[src/rtl/core/spectrum_bar_log_smoother_top_defines.svh]
// Assertion macros shared by the smoother RTL.
// Simulation builds get the checks; synthesis builds define SYNTH and get nothing.
`ifndef SPECTRUM_BAR_LOG_SMOOTHER_TOP_DEFINES_SVH
`define SPECTRUM_BAR_LOG_SMOOTHER_TOP_DEFINES_SVH

`ifndef SYNTH

// A property that must hold on every clock edge outside reset.
`define SBLS_ASSERT(lbl, clk, rst, prop, msg) \
   lbl: assert property (@(posedge clk) disable iff (rst) prop) \
      else $error(msg);

// A condition that must never be seen outside reset.
`define SBLS_NEVER(lbl, clk, rst, cond, msg) \
   lbl: assert property (@(posedge clk) disable iff (rst) !(cond)) \
      else $error(msg);

`else

`define SBLS_ASSERT(lbl, clk, rst, prop, msg)
`define SBLS_NEVER(lbl, clk, rst, cond, msg)

`endif

`endif

[src/rtl/core/sbls_pkg.sv]
package sbls_pkg;

   // Defaults of the top-level parameters.
   localparam int MAX_BANDS_DEF  = 32;
   localparam int BIN_STRIDE_DEF = 12;
   localparam int MAG_BITS_DEF   = 24;

   // Field and register widths.
   localparam int BAND_W   = 5;
   localparam int MAG_W    = 24;
   localparam int SCALE_W  = 16;
   localparam int OFF_W    = 24;
   localparam int COUNT_W  = 6;
   localparam int HEIGHT_W = 15;
   localparam int CSR_IDX_W  = 2;
   localparam int CSR_DATA_W = 24;

   // Log unit: 64-bit operand, 32-bit mantissa, result is exponent.fraction in Q.16.
   localparam int LOG_IN_W = 64;
   localparam int MANT_W   = 32;
   localparam int EXP_W    = $clog2(LOG_IN_W);
   localparam int FRAC_W   = 16;
   localparam int LOG_W    = EXP_W + FRAC_W;
   localparam int NORM_STEPS = $clog2(LOG_IN_W);

   // Smoothing datapath widths.
   localparam int LN_W  = 16;
   localparam int H_W   = 12;
   localparam int MIX_W = 17;

   localparam int QUEUE_DEPTH = 2;

   // ln(2) in Q16, and the reciprocal of three scaled by 2^17 (rounded up).
   localparam logic [15:0]         LN2_Q16    = 16'd45426;
   localparam logic [MIX_W-1:0]    RECIP3     = 17'd43691;
   localparam logic [HEIGHT_W-1:0] HEIGHT_MAX = 15'h7FFF;

   // Register reset values.
   localparam logic [SCALE_W-1:0] SCALE_RESET  = 16'd48998;
   localparam logic [OFF_W-1:0]   OFFSET_RESET = 24'd10495;
   localparam logic [COUNT_W-1:0] COUNT_RESET  = 6'd20;

   // Register indexes on the configuration port.
   typedef enum logic [CSR_IDX_W-1:0] {
      CSR_BAR_SCALE  = 2'd0,
      CSR_LOG_OFFSET = 2'd1,
      CSR_BAND_COUNT = 2'd2
   } csr_index_type;

   typedef struct packed {
      logic [SCALE_W-1:0] scale;
      logic [OFF_W-1:0]   offset;
      logic [COUNT_W-1:0] count;
   } sbls_cfg_type;

   // One classified band waiting for the back end.
   typedef struct packed {
      logic [BAND_W-1:0]   band;
      logic [BAND_W-1:0]   idx;
      logic                last;
      logic                own_left;
      logic                own_right;
      logic [LOG_IN_W-1:0] sum;
      logic [OFF_W-1:0]    off;
   } sbls_item_type;

endpackage

[src/rtl/core/sbls_fifo.sv]
module sbls_fifo (
   input  logic                    clock,
   input  logic                    reset,
   input  logic                    push,
   input  sbls_pkg::sbls_item_type push_data,
   output logic                    full,
   input  logic                    pop,
   output sbls_pkg::sbls_item_type pop_data,
   output logic                    empty
);
   import sbls_pkg::*;

   localparam int PTR_W = (QUEUE_DEPTH > 1) ? $clog2(QUEUE_DEPTH) : 1;
   localparam int CNT_W = $clog2(QUEUE_DEPTH + 1);

   sbls_item_type     slot_ff [QUEUE_DEPTH];
   logic [PTR_W-1:0]  wr_ptr_ff, wr_ptr_in;
   logic [PTR_W-1:0]  rd_ptr_ff, rd_ptr_in;
   logic [CNT_W-1:0]  count_ff, count_in;

   // Pointer and fill count bookkeeping.
   always_comb begin
      wr_ptr_in = wr_ptr_ff;
      rd_ptr_in = rd_ptr_ff;
      count_in  = count_ff;
      if (push) begin
         wr_ptr_in = (wr_ptr_ff == PTR_W'(QUEUE_DEPTH - 1)) ? '0 : wr_ptr_ff + PTR_W'(1);
      end
      if (pop) begin
         rd_ptr_in = (rd_ptr_ff == PTR_W'(QUEUE_DEPTH - 1)) ? '0 : rd_ptr_ff + PTR_W'(1);
      end
      if (push && !pop) begin
         count_in = count_ff + CNT_W'(1);
      end else if (pop && !push) begin
         count_in = count_ff - CNT_W'(1);
      end
   end

   always_ff @(posedge clock) begin
      if (reset) begin
         wr_ptr_ff <= '0;
         rd_ptr_ff <= '0;
         count_ff  <= '0;
      end else begin
         wr_ptr_ff <= wr_ptr_in;
         rd_ptr_ff <= rd_ptr_in;
         count_ff  <= count_in;
      end
   end

   // Queue slots.
   always_ff @(posedge clock) begin
      if (push) begin
         slot_ff[wr_ptr_ff] <= push_data;
      end
   end

   assign pop_data = slot_ff[rd_ptr_ff];
   assign full     = (count_ff == CNT_W'(QUEUE_DEPTH));
   assign empty    = (count_ff == '0);

endmodule

[config.mk]
export PLATFORM = sky130hd
export DESIGN_NAME = sbls_fifo
export DESIGN_NICKNAME = d
export VERILOG_FILES = /design/src/rtl/core/spectrum_bar_log_smoother_top_defines.svh /design/src/rtl/core/sbls_pkg.sv /design/src/rtl/core/sbls_fifo.sv
export SDC_FILE = /design/constraint.sdc
export NUM_CORES = 1
export LEC_CHECK = 0
export BUFFER_PORTS_ARGS = -buffer_cell sky130_fd_sc_hd__buf_2
export CAP_MARGIN = 25
export CORE_UTILIZATION = 56
export CTS_CLUSTER_SIZE = 20
export DETAILED_ROUTE_END_ITERATION = 8
export PLACE_DENSITY = 0.95
export SYNTH_ARGS = -nofsm -noshare
export SYNTH_HDL_FRONTEND = slang
export SYNTH_SLANG_ARGS = --single-unit
[constraint.sdc]
create_clock -name clock -period 12.7 [get_ports clock]
set_clock_uncertainty 0.15 [all_clocks]
set_input_delay 1.27 -clock clock [delete_from_list [all_inputs] [get_ports clock]]
set_output_delay 1.27 -clock clock [all_outputs]
set_load 0.02 [all_outputs]
# Word level (Yosys, flattened, before mapping)

Memory sizes are Yosys's and may differ from the RTL's. A register that Yosys moved wholly into a read port is not among the register bits.
Index checks and enable logic that the tools add are counted.

Add/subtract/negate cells: 4
Eq/ne operators: 1
Multiplexer cells: 8
Reductions and logical operators: 6

Operators with widths:

| kind                                                                | count |
|---|---|
| 1-bit 2-to-1 mux                                                    | 6 |
| 2-bit 2-to-1 mux                                                    | 2 |
| 1-bit adder (second input constant)                                 | 2 |
| 2-bit by 1-bit adder with 2-bit output (second input constant)      | 1 |
| 2-bit equality test (second input constant)                         | 1 |
| 1-bit logical AND                                                   | 2 |
| 1-bit zero test                                                     | 2 |
| 2-bit zero test                                                     | 1 |
| 2-bit nonzero test                                                  | 1 |
| 2-bit by 1-bit subtractor with 2-bit output (second input constant) | 1 |

Register bits: 4
Bits in writable memories: 202
Input port bits: 105
Output and inout port bits: 103
Logic and storage cells: 23
Memories: 1

Memory list:

| name    | words | width | rd ports | clocked after memory_dff | write ports | line            | RTL |
|---|---|---|---|---|---|---|---|
| slot_ff | 2     | 101   | 1        | 1                        | 1           | sbls_fifo.sv:16 | `sbls_item_type slot_ff [QUEUE_DEPTH];` |

# Depth between registers and ports, before layout

Word-level depth: 4
Depth in mapped cells: 5

# Worst setup path before layout

OpenSTA, ideal clock, no wires.

Kind: input port to flip-flop
From: in push
To: mem slot_ff[0][0] in the netlist's numbering, enable pin
Setup time: 0.574 ns
Arrival time: 5.665 ns
Data required time: 11.976 ns
Path slack: 6.311 ns
Stages on the path: 1
Path buffers: 0
Path through: nor2b_1

Word-level cells in the longest chain between the ends: 2

RTL lines:

| item                                   | line            | RTL |
|---|---|---|
| from (decl)                            | sbls_fifo.sv:4  | `input logic push,` |
| 1-bit 2-to-1 mux                       | sbls_fifo.sv:53 | `if (push) begin` |
| 1-bit 2-to-1 mux (implied by the code) | sbls_fifo.sv:54 | `slot_ff[wr_ptr_ff] <= push_data;` |
| to (decl)                              | sbls_fifo.sv:16 |  |

Every way passes these cells.

==> flow_metrics.tcl <==
set metrics [dict create \
    outcome "finished, final reports clean" \
    period_share_pct 30.9 \
    antenna_found_initial 0 \
    dp_hpwl_um 8900 \
    setup_viol 0 \
    path_class "reg2out" \
    ys_ff_latch 207 \
    drt_iter0_markers 191 \
    fp.dieW_um 118 \
    post-cts-setup-buffers 0 \
    critPathCaptureType "primary output" \
    syn_area_mm2 0.00752 \
    rsz0062_at_grt "false" \
    syn-instance-count 336 \
    htreeDepth 1 \
    tightest_slew_ps 730 \
    layout_common_cells "207 x buf_2, 202 x edfxtp_1, 101 x mux2_2" \
    ys_seq_area_share_pct 81.9 \
    crit_fanout 53 \
    rows 41 \
    tns_ps 0 \
    synth_top_area_share_pct 80.6 \
    finalWeightedCongestion 0.726 \
    cts.clk_slew.worst_paths_ps 60 \
    syn_avg_cell_area_um2 22.4 \
    power.density_mw_per_mm2 168 \
    drtPass1Iterations 4 \
    ioPinCount 208 \
    final_common_cell "buf_2" \
    io_buffers 207 \
    nets 664 \
    synth.largest_area_cell "edfxtp_1" \
    grt_pass1_vias 4229 \
    vias 3891 \
    holdBufCountCts 0 \
    wl_per_cell_um 18.1 \
    max_freq_mhz 255 \
    synth_area_leaders "edfxtp_1 81%, mux2_2 15%, buf_6 1.3%" \
    leakagePower_nw 3.52 \
    cts_buffers 20 \
    required_ps 11280 \
    hold_viol_final 0 \
    cp_data_arrival_time_ps 2500 \
    hp-class "reg2reg" \
    cts_tree "yes" \
    die_h_um 118 \
    max-vdd-ir-drop_uv 125 \
    max_slew_margin_pct 51.4 \
    viasPerCell 5.23 \
    finalCriticalPeriod_ps 3920 \
    maxCapViolCount 0 \
    yosysUniqueCellTypes 17 \
    cts-root-buf "clkbuf_16" \
    areaGrowthSynthToFinish_pct 24.3 \
    die_area_mm2 0.0139 \
    cts_resized 0 \
    routed_wl_um 13500 \
    grt_max_degree 55 \
    diodes 0 \
    start_kind "flop" \
    grt_use_total_pct 19.3 \
    drive_above_1_share_pct 60.5 \
    clock_path_buffers 3 \
    worstSkewPairLatency_ps 470 \
    drc 0 \
    start_util_pct 58.4 \
    grt_overflow 0 \
    final_util_pct 72.6 \
    syn-num-nets 442 \
    slew_viol_final 0 \
    grt_pass1_wl_um 20900 \
    synth_warnings 0 \
    fp.coreArea_mm2 0.0129 \
    antenna_left 0 \
    clock-sinks 207 \
]
==> critical path, stage by stage, from the launching register on <==
cell,delay (ps)
dfxtp_4,750
buf_4,670
mux2_2,420
buf_2,160
==> cell families (layout without fill, tap and decap cells) <==
| group | Yosys count | after routing | share of synthesized area (%) |
|---|---|---|---|
| flops | 207 | 207 | 81.9 |
| fa+ha+maj | 1 | 1 | 0.166 |
| xor+xnor | 4 | 4 | 0.466 |
| mux | 101 | 101 | 15.1 |
| compound gates | 2 | 2 | 0.133 |
| buf+inv | 12 | 248 | 1.56 |
| simple gates | 9 | 9 | 0.615 |
==> cell usage after synthesis <==
library cell  number
buf_4              1
buf_2              1
a21oi_1            1
o21ai_0            1
dfxtp_1            5
and2_1             1
and2b_2            1
edfxtp_1         202
or3_1              1
ha_1               1
buf_6              9
xor2_1             2
inv_1              1
nor2b_1            1
xnor2_1            2
nor2_1             5
mux2_2           101
==> flip-flops by register name, summed over array words and instances (netlist names), named ones only <==
signal and flops:
slot_ff 202, count_ff 2, wr_ptr_ff 1, rd_ptr_ff 1
==> metal layers <==
| layer | routed length [um] | GRT usage (%) | share of wire [%] | vias up |
|---|---|---|---|---|
| met1 | 5140 | 21.5 | 38 | 1934 |
| met3 | 943 | 4.80 | 7.0 | 23 |
| li1 | - | - | - | 1779 |
| met5 | 0 | 0 | 0 | - |
| met4 | 205 | 4.81 | 1.5 | 0 |
| met2 | 7190 | 36.5 | 53 | 155 |
==> power breakdown <==
part           switching (mW)  internal, mW
Clock                   0.230         0.344
Sequential             0.0164         0.797
Combinational           0.108        0.0744
Total                   0.355          1.22
==> layout make-up <==
cell class / instances / area [um^2]
flip-flops and latches: 207 / 6170
fillers: 779 / 3520
multi-input cells: 117 / 1250
repair buffers: 211 / 1070
clock buffers: 26 / 544
well taps: 172 / 215
clock inverters: 10 / 104
inverters: 1 / 3.75
==> stage by stage <==
stage	power [mW]	setup slack, ps	instances	area, um^2	hold slack, ps
floorplan	0.948	6310	336	7520	311
global placement	1.00	9250	708	8710	327
detailed placement	1.01	9220	708	8710	353
CTS	1.58	8710	744	9350	383
global route	1.62	8620	744	9350	441
finish	1.57	8780	744	9350	383
==> final timing paths <==
path / from / end / slack, ps / cells after the start
min: count_ff[1] / count_ff[1] / 380 / 2
min reg2reg: count_ff[1] / count_ff[1] / 380 / 2
max: flop / pop_data[22] / 8780 / 3
max reg2reg: wr_ptr_ff / slot_ff[1][52] / 10360 / 2
Power figures use the tool's default switching activity.
