File: config.mk
export PLATFORM = sky130hd
export DESIGN_NAME = sbls_front
export DESIGN_NICKNAME = d
export VERILOG_FILES = /design/src/rtl/core/spectrum_bar_log_smoother_top_defines.svh /design/src/rtl/core/sbls_pkg.sv /design/src/rtl/core/sbls_front.sv
export SDC_FILE = /design/constraint.sdc
export NUM_CORES = 1
export LEC_CHECK = 0
export ABC_CLOCK_PERIOD_IN_PS = 18010
export BUFFER_PORTS_ARGS = -buffer_cell sky130_fd_sc_hd__buf_2
export CORE_ASPECT_RATIO = 1.75
export CORE_UTILIZATION = 45
export DETAILED_ROUTE_END_ITERATION = 8
export PLACE_DENSITY = 0.77
export SLEW_MARGIN = 5
export SYNTH_ARGS = -nofsm -noshare
export SYNTH_HDL_FRONTEND = slang
export SYNTH_SLANG_ARGS = --single-unit
export TNS_END_PERCENT = 50
File: constraint.sdc
create_clock -name clock -period 18.01 [get_ports clock]
set_input_delay 1.801 -clock clock [delete_from_list [all_inputs] [get_ports clock]]
set_output_delay 1.801 -clock clock [all_outputs]
set_load 0.01 [all_outputs]
File: src/rtl/core/spectrum_bar_log_smoother_top_defines.svh
// Assertion macros shared by the smoother RTL.
// Simulation builds get the checks; synthesis builds define SYNTH and get nothing.
`ifndef SPECTRUM_BAR_LOG_SMOOTHER_TOP_DEFINES_SVH
`define SPECTRUM_BAR_LOG_SMOOTHER_TOP_DEFINES_SVH

`ifndef SYNTH

// A property that must hold on every clock edge outside reset.
`define SBLS_ASSERT(lbl, clk, rst, prop, msg) \
   lbl: assert property (@(posedge clk) disable iff (rst) prop) \
      else $error(msg);

// A condition that must never be seen outside reset.
`define SBLS_NEVER(lbl, clk, rst, cond, msg) \
   lbl: assert property (@(posedge clk) disable iff (rst) !(cond)) \
      else $error(msg);

`else

`define SBLS_ASSERT(lbl, clk, rst, prop, msg)
`define SBLS_NEVER(lbl, clk, rst, cond, msg)

`endif

`endif

File: src/rtl/core/sbls_pkg.sv
package sbls_pkg;

   // Defaults of the top-level parameters.
   localparam int MAX_BANDS_DEF  = 32;
   localparam int BIN_STRIDE_DEF = 12;
   localparam int MAG_BITS_DEF   = 24;

   // Field and register widths.
   localparam int BAND_W   = 5;
   localparam int MAG_W    = 24;
   localparam int SCALE_W  = 16;
   localparam int OFF_W    = 24;
   localparam int COUNT_W  = 6;
   localparam int HEIGHT_W = 15;
   localparam int CSR_IDX_W  = 2;
   localparam int CSR_DATA_W = 24;

   // Log unit: 64-bit operand, 32-bit mantissa, result is exponent.fraction in Q.16.
   localparam int LOG_IN_W = 64;
   localparam int MANT_W   = 32;
   localparam int EXP_W    = $clog2(LOG_IN_W);
   localparam int FRAC_W   = 16;
   localparam int LOG_W    = EXP_W + FRAC_W;
   localparam int NORM_STEPS = $clog2(LOG_IN_W);

   // Smoothing datapath widths.
   localparam int LN_W  = 16;
   localparam int H_W   = 12;
   localparam int MIX_W = 17;

   localparam int QUEUE_DEPTH = 2;

   // ln(2) in Q16, and the reciprocal of three scaled by 2^17 (rounded up).
   localparam logic [15:0]         LN2_Q16    = 16'd45426;
   localparam logic [MIX_W-1:0]    RECIP3     = 17'd43691;
   localparam logic [HEIGHT_W-1:0] HEIGHT_MAX = 15'h7FFF;

   // Register reset values.
   localparam logic [SCALE_W-1:0] SCALE_RESET  = 16'd48998;
   localparam logic [OFF_W-1:0]   OFFSET_RESET = 24'd10495;
   localparam logic [COUNT_W-1:0] COUNT_RESET  = 6'd20;

   // Register indexes on the configuration port.
   typedef enum logic [CSR_IDX_W-1:0] {
      CSR_BAR_SCALE  = 2'd0,
      CSR_LOG_OFFSET = 2'd1,
      CSR_BAND_COUNT = 2'd2
   } csr_index_type;

   typedef struct packed {
      logic [SCALE_W-1:0] scale;
      logic [OFF_W-1:0]   offset;
      logic [COUNT_W-1:0] count;
   } sbls_cfg_type;

   // One classified band waiting for the back end.
   typedef struct packed {
      logic [BAND_W-1:0]   band;
      logic [BAND_W-1:0]   idx;
      logic                last;
      logic                own_left;
      logic                own_right;
      logic [LOG_IN_W-1:0] sum;
      logic [OFF_W-1:0]    off;
   } sbls_item_type;

endpackage

File: src/rtl/core/sbls_front.sv
module sbls_front #(
   parameter int MAX_BANDS  = sbls_pkg::MAX_BANDS_DEF,
   parameter int BIN_STRIDE = sbls_pkg::BIN_STRIDE_DEF,
   parameter int MAG_BITS   = sbls_pkg::MAG_BITS_DEF
) (
   input  logic                        clock,
   input  logic                        reset,
   input  sbls_pkg::sbls_cfg_type      cfg,
   input  logic                        req_valid,
   output logic                        req_ready,
   input  logic [sbls_pkg::BAND_W-1:0] req_band,
   input  logic [sbls_pkg::MAG_W-1:0]  req_magnitude,
   output logic                        push,
   output sbls_pkg::sbls_item_type     push_data,
   input  logic                        full
);
   import sbls_pkg::*;

   localparam int MAG_USE_W = (MAG_BITS < MAG_W) ? MAG_BITS : MAG_W;
   localparam int WT_W      = $clog2((MAX_BANDS - 1) * BIN_STRIDE + 2);
   localparam int PROD_W    = MAG_USE_W + WT_W;
   localparam int SUM_W     = ((PROD_W > OFF_W) ? PROD_W : OFF_W) + 1;
   localparam int LAST_IDX  = MAX_BANDS - 1;

   logic                  stg_valid_ff, stg_valid_in;
   logic [BAND_W-1:0]     stg_band_ff;
   logic [BAND_W-1:0]     stg_idx_ff;
   logic                  stg_last_ff;
   logic [MAG_USE_W-1:0]  stg_mag_ff;
   logic [OFF_W-1:0]      stg_off_ff;

   logic                  accept;
   logic [BAND_W-1:0]     idx_in;
   logic                  last_in;
   logic [OFF_W-1:0]      off_in;
   logic [WT_W-1:0]       wt;
   logic [PROD_W-1:0]     prod;
   logic [SUM_W-1:0]      sum;

   assign push      = stg_valid_ff && !full;
   assign req_ready = !stg_valid_ff || !full;
   assign accept    = req_valid && req_ready;

   // Classify the request: table entry, frame end, effective offset.
   always_comb begin
      idx_in  = (int'(req_band) < MAX_BANDS) ? req_band : BAND_W'(LAST_IDX);
      last_in = (({1'b0, req_band} + COUNT_W'(1)) == cfg.count);
      off_in  = (cfg.offset == '0) ? OFF_W'(1) : cfg.offset;
      stg_valid_in = stg_valid_ff;
      if (accept) begin
         stg_valid_in = 1'b1;
      end else if (push) begin
         stg_valid_in = 1'b0;
      end
   end

   always_ff @(posedge clock) begin
      if (reset) begin
         stg_valid_ff <= 1'b0;
      end else begin
         stg_valid_ff <= stg_valid_in;
      end
   end

   always_ff @(posedge clock) begin
      if (accept) begin
         stg_band_ff <= req_band;
         stg_idx_ff  <= idx_in;
         stg_last_ff <= last_in;
         stg_mag_ff  <= req_magnitude[MAG_USE_W-1:0];
         stg_off_ff  <= off_in;
      end
   end

   // Weight the magnitude by its band and add the offset for the log.
   always_comb begin
      wt   = WT_W'(int'(stg_idx_ff) * BIN_STRIDE + 1);
      prod = {{WT_W{1'b0}}, stg_mag_ff} * {{MAG_USE_W{1'b0}}, wt};
      sum  = SUM_W'(prod) + SUM_W'(stg_off_ff);

      push_data.band      = stg_band_ff;
      push_data.idx       = stg_idx_ff;
      push_data.last      = stg_last_ff;
      push_data.own_left  = (stg_idx_ff == '0);
      push_data.own_right = stg_last_ff || ((int'(stg_idx_ff) + 1) >= MAX_BANDS);
      push_data.sum       = LOG_IN_W'(sum);
      push_data.off       = stg_off_ff;
   end

endmodule

### Word level (Yosys, flattened, before mapping)

Cells that the tools add are included.

* output and inout bits: 103
* bits in registers: 55
* logic and storage cells: 24
* bits of input ports: 79

* add/subtract/negate cells: 4
* multiply operators: 2
* equality and inequality tests: 1
* order comparisons: 1
* multiplexer cells: 2
* reduce and logical (&&, ||, !) cells: 9

Operators with widths (count)
* adder 33 x 24 -> 34 bit: 1
* multiplier 24 x 9 -> 33 bit: 1
* logical NOT 24 bit: 1
* adder 5 x 1 -> 6 bit, second input constant: 2
* adder 9 x 1 -> 9 bit, second input constant: 1
* multiplier 5 x 2 -> 7 bit, second input constant: 1
* == test 6 bit: 1
* >= comparator 6 bit, second input constant: 1
* logical NOT 5 bit: 1
* logical AND 1 bit: 2
* logical NOT 1 bit: 2
* logical OR 1 bit: 2
* two-way mux 1 bit: 2
* nonzero test 2 bit: 1

### Depth between registers and ports, before layout

* depth after elaboration: 4
* mapped depth: 29

### Worst setup path before layout

No wires, ideal clock.

* kind: reg2out
* from: reg stg_idx_ff[0]
* to: out push_data[55] in the netlist's numbering
* required time: 16209 ps
* stages on the path, launching flop included: 28
* arrival: 6299 ps
* path buffers: 1
* path slack: 9910 ps
* path through: edfxtp_1 -> ha_1 -> inv_1 -> fa_1 -> inv_1 -> a21oi_1 -> nor2_1 -> nor2_1 -> xnor2_1 -> clkbuf_1 -> nand2_1 -> fa_1 -> fa_1 -> inv_1 -> fa_1 -> inv_1 -> fa_1 -> fa_1 -> inv_1 -> ha_1 -> a21oi_1 -> a21oi_1 -> a211o_1 -> a31o_1 -> a211o_1 -> a31o_1 -> a21oi_2 -> xnor2_1

RTL lines
* start: declaration: RTL line sbls_front.sv:27 `logic [BAND_W-1:0] stg_idx_ff;`
* start signal: assignment: RTL line sbls_front.sv:68 `stg_idx_ff <= idx_in;`
* end: declaration: RTL line sbls_front.sv:14 `output sbls_pkg::sbls_item_type push_data,`

==> summary.txt <==
Outcome
  • Outcome: complete, but fails checks
  • Failing checks: DRC

Timing
  • Final Max Tran Viols: 0
  • Maximum operating frequency: 104.4 MHz
  • Final worst path period share: 53.20%
  • Post-Route Skew: 0.01221 ns
  • Rel. slew slack: 36.90%
  • Unrepaired setup endpoints after global routing: false
  • Final worst path period need: 9.581 ns
  • Final Hold Vio Count: 0
  • Worst-Margin Slew: 0.9465 ns
  • Setup_tns: 0 ns
  • Setup-failing EPs final: 0

Global routing
  • Number of global-route vias before repair: 7,531
  • Antenna violations before repair: 0
  • Largest net degree at the start of global routing: 55
  • First-pass GRT wire length: 34,960 um
  • Overflow after GRT: 0
  • Total GRT Usage: 20.67%

Floorplan
  • Die area: 21,640 um^2
  • # rows: 69
  • Placeable Area: 20,460 um^2
  • Num ports: 182
  • Die H: 193.8 um
  • Die X: 111.6 um
  • Starting Density: 46.25%

Clocking
  • TritonCTS Buffers: 5
  • Clock buffer depth: 2
  • Clock sink count: 55
  • H-tree lvl count: 2
  • Post-CTS setup buffer count: 0
  • CTS Root Cell: clkbuf_16
  • CTS clock-pin slew for the worst setup and hold paths: 0.09 ns
  • # hold bufs at CTS: 0
  • CTS tree: yes
  • Worst skew pair latency: 0.32 ns
  • Post-CTS sizing: 0

Final layout
  • Share of post-route cells with drive strength above 1: 15.05%
  • Layout net count: 1,400
  • # diodes: 0
  • Area growth syn-to-layout: 9.003%
  • Footprint of the multi-input gates: 6771 um^2
  • FF/Latch Area: 1642 um^2
  • Layout fillers: 1,839

Synthesis
  • FF+latch count, synth: 55
  • Async set or reset register ratio after synthesis: 0%
  • Mapped cell area: 9464 um^2
  • Synth area leader: fa_1
  • Area contributors post-synth: fa_1 32%, edfxtp_1 17%, ha_1 13%
  • Post-synth EDFFs: 54
  • Post-Syn Area per Cell: 9.757 um^2
  • Post-synthesis sequential area ratio: 17.35%
  • Yosys warnings: 0
  • Mapped Cells: 970
  • Cell with the most instances after synthesis: inv_1
  • Post-synth top flop: edfxtp_1
  • Yosys top cell area share: 32.36%
  • Synth cell count leaders: 192 x inv_1, 153 x fa_1, 102 x and2_1
  • Netlist cell types: 46

Detailed routing
  • DRT Wirelength: 21,410 um
  • Drc violations: 11
  • Average wire per standard cell: 16.25 um
  • Via count: 6,814
  • Post-route ant nets: 0
  • Iteration-0 DRC Markers: 338
  • Via density: 5.170
  • Pre-Repair DR Iteration Count: 6

Job
  • Maxcap violations: 0

Place
  • Placer congestion estimate: 0.8788
  • Buffers added on ports: 135
  • DP HPWL: 18,050 um

Setup path
  • CP most frequent cell: fa_1
  • Slowest CP cell: edfxtp_1
  • CP max FO: 29
  • CP Data Arrival Time: 7.78 ns
  • Startpoint type of the worst setup path: flip-flop
  • Worst Setup Path Type: flip-flop to output port
  • Crit-path max cell delay: 0.98 ns
  • FF-to-FF path depth: 3
  • WP data required: 16.21 ns
  • CP endpoint kind: output port

Worst hold path
  • Hold Crit Class: flip-flop to flip-flop
  • Hold depth: 2
-- layout by cell type (no fill, tap or decap), types with 2 or more instances in the layout --
cell type,Yosys,layout
o21ai_0,22,22
a21oi_2,3,3
ha_1,99,99
o21bai_1,5,5
and3_1,6,6
o21ai_1,2,2
nor2b_1,17,17
a211o_1,4,4
conb_1,1,30
clkbuf_16,0,5
a31o_1,2,2
nand4_1,6,6
a21o_1,14,14
a31o_2,3,3
nor4_1,6,6
xnor2_1,27,27
nand3_1,8,8
edfxtp_1,54,54
fa_1,153,153
a21oi_1,31,31
inv_6,0,2
nand2b_1,13,13
and2_1,102,101
buf_2,1,135
inv_1,192,192
nand2_1,72,72
nor2_1,17,17
nand4b_1,2,2
buf_4,36,5
xor2_1,12,12
a31oi_1,2,2
o22ai_1,2,2
nor3_1,3,3
-- worst max-delay path, delay by kind of cell (launching register included) --
family / cells / cell delay (ns)
and+or+nand+nor: 4 / 0.45
xor gates and xnor gates: 2 / 0.30
buffers and inverters: 7 / 0.74
AOI/OAI and AO/OA: 7 / 1.57
adders and majority gates: 8 / 3.41
DFF: 1 / 0.98
-- cell families after synthesis --
| logic type | after synthesis | synth area share, % |
|---|---|---|
| adders and majority gates | 252 | 45.45 |
| muxes | 1 | 0.1058 |
| DFF | 55 | 17.35 |
| and+or+nand+nor | 255 | 14.48 |
| other | 1 | 0.03962 |
| AOI/OAI and AO/OA | 98 | 6.703 |
| xor gates and xnor gates | 39 | 3.609 |
| buffers and inverters | 269 | 12.27 |
-- registers in the layout (all words and copies together) (netlist names) --
register / flops
stg_idx_ff: 5
stg_off_ff: 24
stg_last_ff: 1
stg_mag_ff: 24
stg_valid_ff: 1
-- layer usage --
| layer | vias up | GRT usage (%) | routed length (um) |
|---|---|---|---|
| met2 | 197 | 43.46 | 12990 |
| met3 | 47 | 1.688 | 585 |
| met4 | 0 | 10.56 | 880 |
| met5 | - | 0 | 0 |
| met1 | 3434 | 18.81 | 6954 |
| li1 | 3136 | - | - |
-- per-stage QoR --
step | worst slack, ns | hold WS (ns) | cells | area (um^2) | util [%]
final | 8.429 | 0.5065 | 1318 | 10320 | 50.42
after global routing | 7.881 | 0.5361 | 1318 | 10320 | 50.42
after CTS | 8.388 | 0.5091 | 1318 | 10320 | 50.42
after detailed placement | 8.760 | 0.4920 | 1310 | 10160 | 49.64
after global placement | 8.907 | 0.4806 | 1310 | 10160 | 49.64
after floorplan | 9.910 | 0.4653 | 999 | 9573 | -
-- worst paths after layout --
kind              slack, ns                        end                       from
setup / recovery       8.43              push_data[54]    stg_idx_ff[0]$_DFFE_PP_
hold / removal         0.51  stg_valid_ff$_SDFFE_PP0P_  stg_valid_ff$_SDFFE_PP0P_
hold reg to reg        0.51  stg_valid_ff$_SDFFE_PP0P_  stg_valid_ff$_SDFFE_PP0P_
setup reg to reg      16.50    stg_mag_ff[6]$_DFFE_PP_  stg_valid_ff$_SDFFE_PP0P_
-- layout make-up --
| cell class | instances | share of cell area, % |
|---|---|---|
| well taps | 248 | 3.008 |
| clock inverters | 3 | 0.3275 |
| inverters | 192 | 6.986 |
| multi-input cells | 675 | 65.64 |
| repair buffers | 140 | 6.913 |
| clock buffers | 5 | 1.213 |
| flip-flops and latches | 55 | 15.91 |
Power is left out: the tool's default activity adds up to more than one toggle a clock period on the data nets, which glitch-free logic cannot reach.
